$ cat src/rtl/ghcb_res_fifo.sv
`default_nettype none
module ghcb_res_fifo #(
    parameter int WIDTH = 20
) (
    input  wire logic             clk,
    input  wire logic             rst_n,
    input  wire logic [1:0]       push_count,
    input  wire logic [WIDTH-1:0] push_data0,
    input  wire logic [WIDTH-1:0] push_data1,
    output logic                  room_two,
    output logic                  pop_valid,
    input  wire logic             pop_ready,
    output logic [WIDTH-1:0]      pop_data
);

    localparam int DEPTH = 4;
    localparam int PTR_W = 2;

    logic [WIDTH-1:0] entry_reg [DEPTH];
    logic [PTR_W-1:0] wr_ptr_reg;
    logic [PTR_W-1:0] wr_ptr_next;
    logic [PTR_W-1:0] rd_ptr_reg;
    logic [PTR_W-1:0] rd_ptr_next;
    logic [PTR_W:0]   count_reg;
    logic [PTR_W:0]   count_next;
    logic             pop;

    assign pop       = pop_valid && pop_ready;
    assign pop_valid = (count_reg != '0);
    assign pop_data  = entry_reg[rd_ptr_reg];
    assign room_two  = (count_reg <= (PTR_W+1)'(DEPTH - 2));

    always_comb
    begin
        wr_ptr_next = wr_ptr_reg + PTR_W'(push_count);
        rd_ptr_next = rd_ptr_reg + PTR_W'(pop);
        count_next  = count_reg + (PTR_W+1)'(push_count) - (PTR_W+1)'(pop);
    end

    always_ff @(posedge clk or negedge rst_n)
    begin
        if (!rst_n)
        begin
            wr_ptr_reg <= '0;
            rd_ptr_reg <= '0;
            count_reg  <= '0;
        end
        else
        begin
            wr_ptr_reg <= wr_ptr_next;
            rd_ptr_reg <= rd_ptr_next;
            count_reg  <= count_next;
        end
    end

    always_ff @(posedge clk)
    begin
        if (push_count != 2'd0)
        begin
            entry_reg[wr_ptr_reg] <= push_data0;
        end
        if (push_count == 2'd2)
        begin
            entry_reg[wr_ptr_reg + PTR_W'(1)] <= push_data1;
        end
    end

endmodule
`default_nettype wire

$ cat config.mk
export PLATFORM = sky130hd
export DESIGN_NAME = ghcb_res_fifo
export DESIGN_NICKNAME = d
export VERILOG_FILES = /design/src/rtl/ghcb_res_fifo.sv
export SDC_FILE = /design/constraint.sdc
export NUM_CORES = 1
export LEC_CHECK = 0
export ABC_CLOCK_PERIOD_IN_PS = 5550
export BUFFER_PORTS_ARGS = -buffer_cell sky130_fd_sc_hd__buf_4
export CORE_ASPECT_RATIO = 0.5
export CORE_MARGIN = 8
export CORE_UTILIZATION = 61
export DETAILED_ROUTE_END_ITERATION = 10
export PLACE_DENSITY = 0.9
export SYNTH_ARGS = -nofsm -noshare
export SYNTH_HDL_FRONTEND = slang
export SYNTH_SLANG_ARGS = --single-unit
$ cat constraint.sdc
create_clock -name clk -period 5.55 [get_ports clk]
set_input_delay 0.2775 -clock clk [delete_from_list [all_inputs] [get_ports clk]]
set_output_delay 0.2775 -clock clk [all_outputs]
set_load 0.02 [all_outputs]
==> flow_summary.yaml <==
outcome:
  status: "completed"
finish:
  drive_above_1_share: 0.632
  nNetsFinal: 352
  largest_reg_flops: 80
  area_growth_pct: 21.6
  n_antenna_cell: 0
die:
  die_h_um: 76.4
  io_pins: 67
  core_mm2: 0.00718
  initial_core_util: 0.619
  fp.dieW_um: 137
  design.die.area_mm2: 0.0104
  rows: 22
sta:
  setup_viol: 0
  max_freq_mhz: 416
  fin_crit_sh: 0.433
  rsz0062_at_grt: "false"
  fin_setup_tns_ns: 0
  worstMarginPinSlew_ns: 1.05
  hold_ws_ns: 0.257
  skew_ns: 0.00486
  final-hold-violation-count: 0
  slew_headroom: 0.297
  drv_slew: 0
  fin_crit_ns: 2.41
clock_network:
  cts_max_path_buffers: 2
  cts-resized-gates: 0
  numCtsBuffers: 9
  h-tree-depth: 3
  post_cts_buffers: 0
  cts_sinks: 87
  cts_tree: "done"
  clock_latency_ns: 0.34
  cts-root-buf: "clkbuf_16"
  clk_pin_slew_ns: 0.06
power_and_ir_drop:
  p_sw_frac: 0.312
  p_int_uw: 1980
  combinationalPowerShare: 0.364
  seqPwrFrac: 0.385
  power_density_mw_per_mm2: 533
  pwr-share-clk: 0.251
  power.leakage_uw: 0.00205
  power_switching_uw: 901
  ir_drop_uv: 275
placement:
  port_buffers: 66
  place.gp.congestion: 0.737
  place.detailed.hpwl_mm: 5.81
worst_setup_path:
  cp_max_fo: 14
  crit_start: "rd_ptr_reg[0]$_DFF_PN0_"
  arrival_ns: 2.13
  worst-endpoint-required_ns: 5.27
  worst_setup_path_end_kind: "output port"
  r2r_slack_ns: 3.43
  critPathKind: "reg -> out"
  ff2ff_path_depth: 2
  worstSetupStartpointType: "flip-flop"
  reg2reg_from: "wr_ptr_reg[1]$_DFF_PN0_"
  reg2reg_to: "entry_reg[3][0]$_DFFE_PP_"
  endpoint: "pop_data[15]"
synth:
  yosysMostFrequentCell: "edfxtp_1"
  postSynthCellCount: 232
  synth_top_cell_by_area: "edfxtp_1"
  yosys.area_share.simple: 0.0169
  syn-cell-area_mm2: 0.00445
  synthTopCellsByArea: "edfxtp_1 54%, mux2_4 13%, mux2_2 10%"
  synth_compound_area_frac: 0.0115
  ys_ff_latch: 87
  syn-num-nets: 281
  synth_edf_count: 80
  synthTopCellsByCount: "80 x edfxtp_1, 40 x mux2_2, 39 x mux2_4"
  yosys_warnings: 0
  synth_xor_area_frac: 0.0118
  synthDominantCellAreaShare: 0.540
  synth_top_family_by_area: "multiplexers"
  synth_seq_area_share: 0.580
  synthArstFlopShare: 0.0805
  synthMuxAreaShare: 0.341
  synthAdderAreaFrac: 0.0129
  avgSynthCellArea_um2: 19.2
  synth_flop_cell: "edfxtp_1"
  ys_types: 29
detailed_routing:
  routed_via_density: 5.95
  antenna_left: 0
  num_vias: 2396
  wl_per_cell_um: 22.9
  drc: 0
  drt_iter0_drc: 189
  firstDrtPassIters: 4
  wirelength_mm: 9.23
global_routing:
  grt_pass1_wl_mm: 14.3
  grt_overflow_total: 0
  antenna_found_initial: 0
  grt_max_degree: 22
  track_usage: 0.184
  grt_pass1_vias: 2704
run:
  cap_viol_max_count: 0
worst_hold_path:
  hp-class: "in -> reg"
layout make-up:
cell class / count / area, µm²
clock buffer: 9 / 225
clock inverter: 6 / 134
fill: 396 / 1780
inverter: 3 / 11.3
multi-input combinational: 128 / 1780
sequential: 87 / 2580
tap: 96 / 120
timing repair buffer: 74 / 558
cells by family after synthesis:
logic type,Yosys count
adder cells (fa/ha/maj),4
XOR/XNOR,6
flip-flops,87
multiplexers,102
AND/OR/NAND/NOR,9
AO/OA/AOI/OAI,7
buffers and inverters,17
metal layers:
metal / global-route usage / share of wire / vias up
met2: 0.319 / 0.52 / 85
met1: 0.212 / 0.40 / 1225
met3: 0.0671 / 0.065 / 9
met5: 0 / 0 / -
li1: - / - / 1077
met4: 0.0446 / 0.013 / 0
placed cells by master, fill, tap and decap left out, drive strengths merged:
cell	Yosys	final
nor2b	1	1
nand4b	1	1
clkinv	0	2
a21oi	1	1
ha	3	3
buf	13	73
bufinv	0	4
inv	3	3
nor4b	1	1
fa	1	1
dlygate4sd3	0	1
dfrtp	7	7
o31ai	2	2
o21ba	1	1
edfxtp	80	80
mux4	20	20
clkbuf	1	9
o311ai	1	1
and4bb	2	2
o21ai	1	1
a21o	1	1
or2	1	1
xnor2	6	6
mux2i	2	2
mux2	80	80
nor2	2	2
or3	1	1
repair_timing:
action | in CTS | in global routing
endpoints found under the hold margin | 7 | 0
endpoints found under the setup margin | 0 | 0
hold buffers | 1 | 0
power by group through the flow:
stage                     Sequential, µW  Clock [µW]  Combinational (µW)
after floorplan                     1040           0                 738
after global placement              1100           0                1030
after detailed placement            1130           0                1050
after CTS                           1120         734                1060
after global routing                1140         758                1110
final                               1110         724                1050
worst min path at each step:
| stage | start | end | slack, ns | cells past startpoint |
|---|---|---|---|---|
| 6_report | push_data1[1] | entry_reg[1][1]$_DFFE_PP_ | 0.26 | 2 |
| 5_1_grt | push_data1[1] | entry_reg[3][1]$_DFFE_PP_ | 0.25 | 2 |
| 4_1_cts | push_data1[1] | entry_reg[1][1]$_DFFE_PP_ | 0.24 | 2 |
| 3_5_place_dp | rst_n | count_reg[0]$_DFF_PN0_ | 0.09 | 1 |
| 3_3_place_gp | rst_n | count_reg[0]$_DFF_PN0_ | 0.09 | 1 |
| 2_1_floorplan | rst_n | count_reg[0]$_DFF_PN0_ | -0.02 | 0 |
worst max-delay path: stages (launching register included):
cell and delay (ns):
dfrtp_1 0.65, buf_4 0.40, mux4_2 0.56, buf_4 0.17
stage by stage:
step	instances	worst slack [ns]	util	instance area, µm²	power, µW
floorplan	232	3.02	-	4450	1780
global placement	387	3.46	0.701	5040	2140
detailed placement	387	3.40	0.701	5040	2180
CTS	403	3.06	0.753	5410	2920
global route	403	2.98	0.753	5410	3000
finish	403	3.14	0.753	5410	2880
No activity file was read; power rests on OpenSTA's default activity.
