File: src/rtl/ghcb_pkg.sv
`default_nettype none
package ghcb_pkg;

    // Width of the length-type configuration registers.
    localparam int CFG_LEN_W = 18;
    localparam int HASH_W = 64;
    localparam int BYTE_W = 8;
    localparam int GEAR_ENTRIES = 256;
    localparam int GEAR_IDX_W = 8;
    localparam int APB_ADDR_W = 6;
    localparam int APB_DATA_W = 64;

    localparam logic [CFG_LEN_W-1:0] MIN_CHUNK_RST = 18'd2048;
    localparam logic [CFG_LEN_W-1:0] MAX_CHUNK_RST = 18'd65536;
    localparam logic [CFG_LEN_W-1:0] NORMAL_SPAN_RST = 18'd8192;
    localparam logic [HASH_W-1:0] STRICT_MASK_RST = 64'h0000_d90f_0353_0000;
    localparam logic [HASH_W-1:0] LOOSE_MASK_RST = 64'h0000_d900_0353_0000;

    typedef enum logic [2:0] {
        REG_MIN_CHUNK   = 3'd0,
        REG_MAX_CHUNK   = 3'd1,
        REG_NORMAL_SPAN = 3'd2,
        REG_STRICT_MASK = 3'd3,
        REG_LOOSE_MASK  = 3'd4
    } reg_index_t;

    typedef enum logic {
        REQ_LOAD = 1'b0,
        REQ_DATA = 1'b1
    } req_kind_t;

    typedef struct packed {
        logic stream_end;
        logic last_of_run;
    } res_flags_t;

    typedef struct packed {
        logic [CFG_LEN_W-1:0] min_chunk;
        logic [CFG_LEN_W-1:0] max_chunk;
        logic [CFG_LEN_W-1:0] normal_span;
        logic [HASH_W-1:0]    strict_mask;
        logic [HASH_W-1:0]    loose_mask;
    } cfg_t;

endpackage
`default_nettype wire

File: src/rtl/ghcb_cut_core.sv
`default_nettype none
module ghcb_cut_core #(
    parameter int LENGTH_BITS = 18
) (
    input  wire logic                         clk,
    input  wire logic                         rst_n,
    input  wire logic                         fire,
    input  wire logic                         is_data,
    input  wire logic                         end_flag,
    input  wire logic [ghcb_pkg::HASH_W-1:0]  gear,
    input  wire ghcb_pkg::cfg_t               cfg,
    output logic [1:0]                        res_count,
    output logic [LENGTH_BITS-1:0]            res_len0,
    output ghcb_pkg::res_flags_t              res_flags0,
    output logic [LENGTH_BITS-1:0]            res_len1,
    output ghcb_pkg::res_flags_t              res_flags1
);

    // Common width for all length compares, wide enough for sums of two lengths.
    localparam int CW = ((LENGTH_BITS > ghcb_pkg::CFG_LEN_W) ?
                         LENGTH_BITS : ghcb_pkg::CFG_LEN_W) + 2;

    logic [ghcb_pkg::HASH_W-1:0] fp_reg;
    logic [ghcb_pkg::HASH_W-1:0] fp_next;
    logic [LENGTH_BITS-1:0]      pos_reg;
    logic [LENGTH_BITS-1:0]      pos_next;

    logic [ghcb_pkg::HASH_W-1:0] fp_hash;
    logic [ghcb_pkg::HASH_W-1:0] mask;
    logic [CW-1:0]               pos_w;
    logic [CW-1:0]               min_w;
    logic [CW-1:0]               norm_w;
    logic [CW-1:0]               len_w;
    logic                        hashing;
    logic                        cut;
    logic                        close;

    always_comb
    begin
        pos_w   = CW'(pos_reg);
        min_w   = (cfg.min_chunk == '0) ? CW'(1) : CW'(cfg.min_chunk);
        norm_w  = min_w + CW'(cfg.normal_span);
        hashing = (pos_w >= min_w);
        mask    = (pos_w < norm_w) ? cfg.strict_mask : cfg.loose_mask;
        fp_hash = {fp_reg[ghcb_pkg::HASH_W-2:0], 1'b0} + gear;
        cut     = hashing && ((fp_hash & mask) == '0);
        len_w   = cut ? CW'(1) : (pos_w + CW'(1));
        close   = (len_w >= CW'(cfg.max_chunk))
               || (len_w >= CW'({LENGTH_BITS{1'b1}}))
               || end_flag;

        if (cut || close)
        begin
            fp_next = '0;
        end
        else if (hashing)
        begin
            fp_next = fp_hash;
        end
        else
        begin
            fp_next = fp_reg;
        end
        pos_next = close ? '0 : len_w[LENGTH_BITS-1:0];

        // A cut result, if any, always goes first; the closing result follows.
        res_count = is_data ? (2'(cut) + 2'(close)) : 2'd0;
        if (cut)
        begin
            res_len0               = pos_reg;
            res_flags0.stream_end  = 1'b0;
            res_flags0.last_of_run = !close;
        end
        else
        begin
            res_len0               = len_w[LENGTH_BITS-1:0];
            res_flags0.stream_end  = end_flag;
            res_flags0.last_of_run = 1'b1;
        end
        res_len1               = len_w[LENGTH_BITS-1:0];
        res_flags1.stream_end  = end_flag;
        res_flags1.last_of_run = 1'b1;
    end

    always_ff @(posedge clk or negedge rst_n)
    begin
        if (!rst_n)
        begin
            fp_reg  <= '0;
            pos_reg <= '0;
        end
        else if (fire && is_data)
        begin
            fp_reg  <= fp_next;
            pos_reg <= pos_next;
        end
    end

endmodule
`default_nettype wire

File: config.mk
export PLATFORM = sky130hd
export DESIGN_NAME = ghcb_cut_core
export DESIGN_NICKNAME = d
export VERILOG_FILES = /design/src/rtl/ghcb_pkg.sv /design/src/rtl/ghcb_cut_core.sv
export SDC_FILE = /design/constraint.sdc
export NUM_CORES = 1
export LEC_CHECK = 0
export BUFFER_PORTS_ARGS = -buffer_cell sky130_fd_sc_hd__buf_2
export CAP_MARGIN = 20
export CORE_MARGIN = 2
export CORE_UTILIZATION = 45
export CTS_CLUSTER_SIZE = 14
export DETAILED_ROUTE_END_ITERATION = 8
export GPL_TIMING_DRIVEN = 0
export PLACE_DENSITY_LB_ADDON = 0.05
export SETUP_SLACK_MARGIN = 0.4
export SYNTH_ARGS = -nofsm -noshare
export SYNTH_HDL_FRONTEND = slang
export SYNTH_SLANG_ARGS = --single-unit
File: constraint.sdc
create_clock -name clk -period 17 [get_ports clk]
set_input_delay 0 -clock clk [delete_from_list [all_inputs] [get_ports clk]]
set_output_delay 0 -clock clk [all_outputs]
set_load 0.005 [all_outputs]
==> metrics.md <==
| Metric | Value |
|---|---|
| #FFs+latches synth | `81` |
| GRT Overall Usage | `31.96%` |
| Post-Syn Instances | `1,539` |
| Status | `finished, final reports clean` |
| Layout cells sized above 1 | `19.53%` |
| CP Buf/Inv Count | `9` |
| Worst-case hold slack | `0.1437 ns` |
| Num Clock Sinks | `81` |
| Worst Hold End | `fp_reg[1]` |
| Row Count | `57` |
| Total power | `2118 uW` |
| Worst Hold Path Cells | `4` |
| Largest register FFs | `63` |
| Largest net degree at the start of global routing | `46` |
| Max-Cap Viols | `0` |
| DR WL/cell | `roughly 20 um` |
| Final HPWL DP | `35,860 um` |
| Pleak | `0.006640 uW` |
| Num CTS Buffers | `9` |
| First-pass GRT wire length | `65,090 um` |
| Sequential share of the synthesized area | `17.98%` |
| Reg2reg end | `fp_reg[32]` |
| Drt first pass iters | `8` |
| Root cell of the clock tree | `clkbuf_16` |
| Die width | `162.3 um` |
| Initial antenna violation count | `5` |
| H-tree depth | `3` |
| Mapped cell area | `11,270 sq um` |
| GP Congestion | `0.9746` |
| Vias in the first global route | `between 10,000 and 15,000` |
| RSZ-0062 raised after global routing | `no` |
| Simple-Gate Fraction of Synth Area | `21.43%` |
| Die area | `26,330 sq um` |
| Grt ovf | `0` |
| Initial DRC Count | `~860` |
| Post-synth ARST share | `100.0%` |
| Die Height | `162.3 um` |
| Synth Area in Compound Gates | `26.99%` |
| DRT antenna net count | `0` |
| Fillers | `roughly 2,500` |
| FF-to-FF Start | `pos_reg[11]` |
| Met3 wire len | `2584 um` |
| Syn_area_per_cell | `7.325 sq um` |
| Largest family of logic cells by synthesized area | `compound AO/OA/AOI/OAI gates` |
| Relative slew slack | `48.72%` |
| Crit path largest cell delay | `0.70 ns` |
| Met2 routed WL | `20,000 um` |
| CP max stage cell | `a222oi_1` |
| Deepest clock path buffer count | `2` |
| Top Metal Used | `met5` |
| Clock Skew | `approximately 0.016 ns` |
| Synth cell types | `77` |
| Layout area overhead | `19.58%` |
| Worst Hold Class | `in2reg` |
| Critical path arrival | `11.74 ns` |
| Fin crit share | `around 68%` |
| Synth Flop Type | `dfrtp_1` |
| Initial cell density of the core | `46.08%` |
| DRC | `0` |
| Worst R2R Path Depth | `37` |
| Mux cell area share after synthesis | `4.528%` |
| Most common cell on crit path | `a21oi_1` |
| Minimum clock period | `11.49 ns` |
| Slew Viols, Final | `0` |
| Warning count from the yosys run | `0` |
| R2R setup slack | `7.56 ns` |
| Total number of vias | `12,600` |
| CP Class | `in2reg` |
| Post-placement cell area | `13,170 sq um` |
| Core area | `24,460 sq um` |
| Final Cell Area | `about 13,000 sq um` |
| Via density | `between 5 and 6` |
| Worst-Margin Slew | `0.7693 ns` |
| Area share of xor/xnor cells in the synthesized design | `7.381%` |
| Adder-Cell Fraction of Synth Area | `about 16%` |
| Finish-stage setup viols | `0` |
| Critical Path Sink Type | `flip-flop` |
| EDFF count, synth | `0` |
| Total wire length | `42,730 um` |
| Crit path launch type | `input port` |
| Crit path max fanout | `10` |
| FF/Latch Area | `2027 sq um` |
| Family with the most delay on the worst path | `compound AO/OA/AOI/OAI gates` |
| Multi-input gate area | `8559 sq um` |
| IO buf count | `291` |
| Hold Violations, Final | `0` |
| Maximum clock rate | `~87 MHz` |
| Post-Syn Nets | `1,929` |
| CTS tree | `done` |
| Cell Pwr Density | `~160 nW/um^2` |
| Metal-1 WL | `18,010 um` |
| Min-Delay Startpoint | `gear[1]` |
| Io pins | `between 200 and 300` |
| Required @ worst endpoint | `17.25 ns` |
| Setup TNS | `0 ns` |
| Clock latency on the worst-skew pair | `0.36 ns` |
| VDD IR max | `between 50 and 60 uV` |
| Final layout net count | `2,234` |
| Reg clk slew, reported paths | `0.06 ns` |
-- timing repair --
action,4_1_cts,5_1_grt
resized for setup,0,0
buffers inserted,0,0
hold buffers,2,0
endpoints found under the hold margin,37,0
-- worst reg2reg max path, delay by kind of cell (launching register included) --
family / cells / cell delay, ns
and+or+nand+nor: 10 / 2.03
muxes: 1 / 0.33
buffers and inverters: 8 / 2.39
AOI/OAI and AO/OA: 15 / 3.26
adders and majority gates: 3 / 0.79
DFF: 1 / 0.53
-- layer usage --
metal,up-vias,GRT usage [%]
met1,5840,39.19
li1,6172,-
met2,481,54.64
met4,4,16.53
met5,-,0
met3,104,4.443
-- power breakdown --
group / internal (uW) / leakage (uW) / switching [uW]
Combinational: 567 / 0.00546 / 994
Clock: 114 / 0.000138 / 91.6
Sequential: 277 / 0.00104 / 74.9
Total: 958 / 0.00664 / 1160
-- cells by family (layout without fill, tap and decap cells) --
family,Yosys count,after routing
other,1,2
muxes,48,48
adders and majority gates,139,139
and+or+nand+nor,531,531
DFF,81,81
xor gates and xnor gates,95,95
buffers and inverters,167,476
AOI/OAI and AO/OA,477,477
-- placed cells by master, fill, tap and decap left out, drive strengths merged, types with 10 or more instances in the layout --
cell type  instances
a211oi            28
a21o              34
a21oi            125
buf              312
clkbuf            81
dfrtp             81
ha               137
inv               76
mux2              21
mux2i             27
nand2            239
nand2b            14
nand3             27
nand4             40
nor2             114
nor2b             17
nor3              16
nor4              10
o211ai            19
o21a              20
o21ai            124
o31ai             38
or3               17
xnor2             43
xor2              52
-- how the worst max path moves through the flow --
stage | start | end | slack [ns] | cells past startpoint
after floorplan | cfg[174] | fp_reg[39] | 8.55 | 53
after global placement | cfg[172] | fp_reg[41] | 5.40 | 54
after detailed placement | cfg[173] | fp_reg[33] | 5.28 | 54
after CTS | cfg[173] | fp_reg[32] | 5.60 | 54
after global routing | cfg[181] | fp_reg[24] | 4.71 | 54
final | cfg[181] | fp_reg[32] | 5.51 | 54
-- synth_stat cells, types with 19 or more instances --
| cell type | n | area (sq um) |
|---|---|---|
| clkbuf_1 | 72 | 270.3 |
| ha_1 | 137 | 1714 |
| nand3_1 | 27 | 135.1 |
| inv_1 | 74 | 277.8 |
| o21ai_0 | 117 | 585.6 |
| o31ai_1 | 38 | 285.3 |
| xnor2_1 | 43 | 376.6 |
| nand2_1 | 238 | 893.4 |
| dfrtp_1 | 81 | 2027 |
| nand4_1 | 40 | 250.2 |
| a211oi_1 | 27 | 202.7 |
| a21o_1 | 34 | 255.2 |
| a21oi_1 | 125 | 625.6 |
| o21a_1 | 20 | 150.1 |
| nor2_1 | 114 | 427.9 |
| mux2_2 | 19 | 214.0 |
| xor2_1 | 52 | 455.4 |
| mux2i_1 | 27 | 270.3 |
| o211ai_1 | 19 | 142.6 |
-- metrics by stage --
| stage | cells | utilization (%) | worst slack, ns |
|---|---|---|---|
| 2_1_floorplan | 1539 | - | 8.545 |
| 3_3_place_gp | 2154 | 53.70 | 5.398 |
| 3_5_place_dp | 2155 | 53.82 | 5.276 |
| 4_1_cts | 2172 | 55.10 | 5.604 |
| 5_1_grt | 2172 | 55.10 | 4.713 |
| 6_report | 2173 | 55.11 | 5.507 |
-- layout make-up --
| cell class | count | area share (%) |
|---|---|---|
| inverters | 75 | 2.088 |
| diodes | 1 | 0.01856 |
| multi-input cells | 1291 | 63.50 |
| flip-flops and latches | 81 | 15.04 |
| clock inverters | 6 | 0.5012 |
| clock buffers | 9 | 1.671 |
| plain buffers | 92 | 3.007 |
| repair buffers | 294 | 11.18 |
| well taps | 324 | 3.007 |
Power figures use the tool's default switching activity.
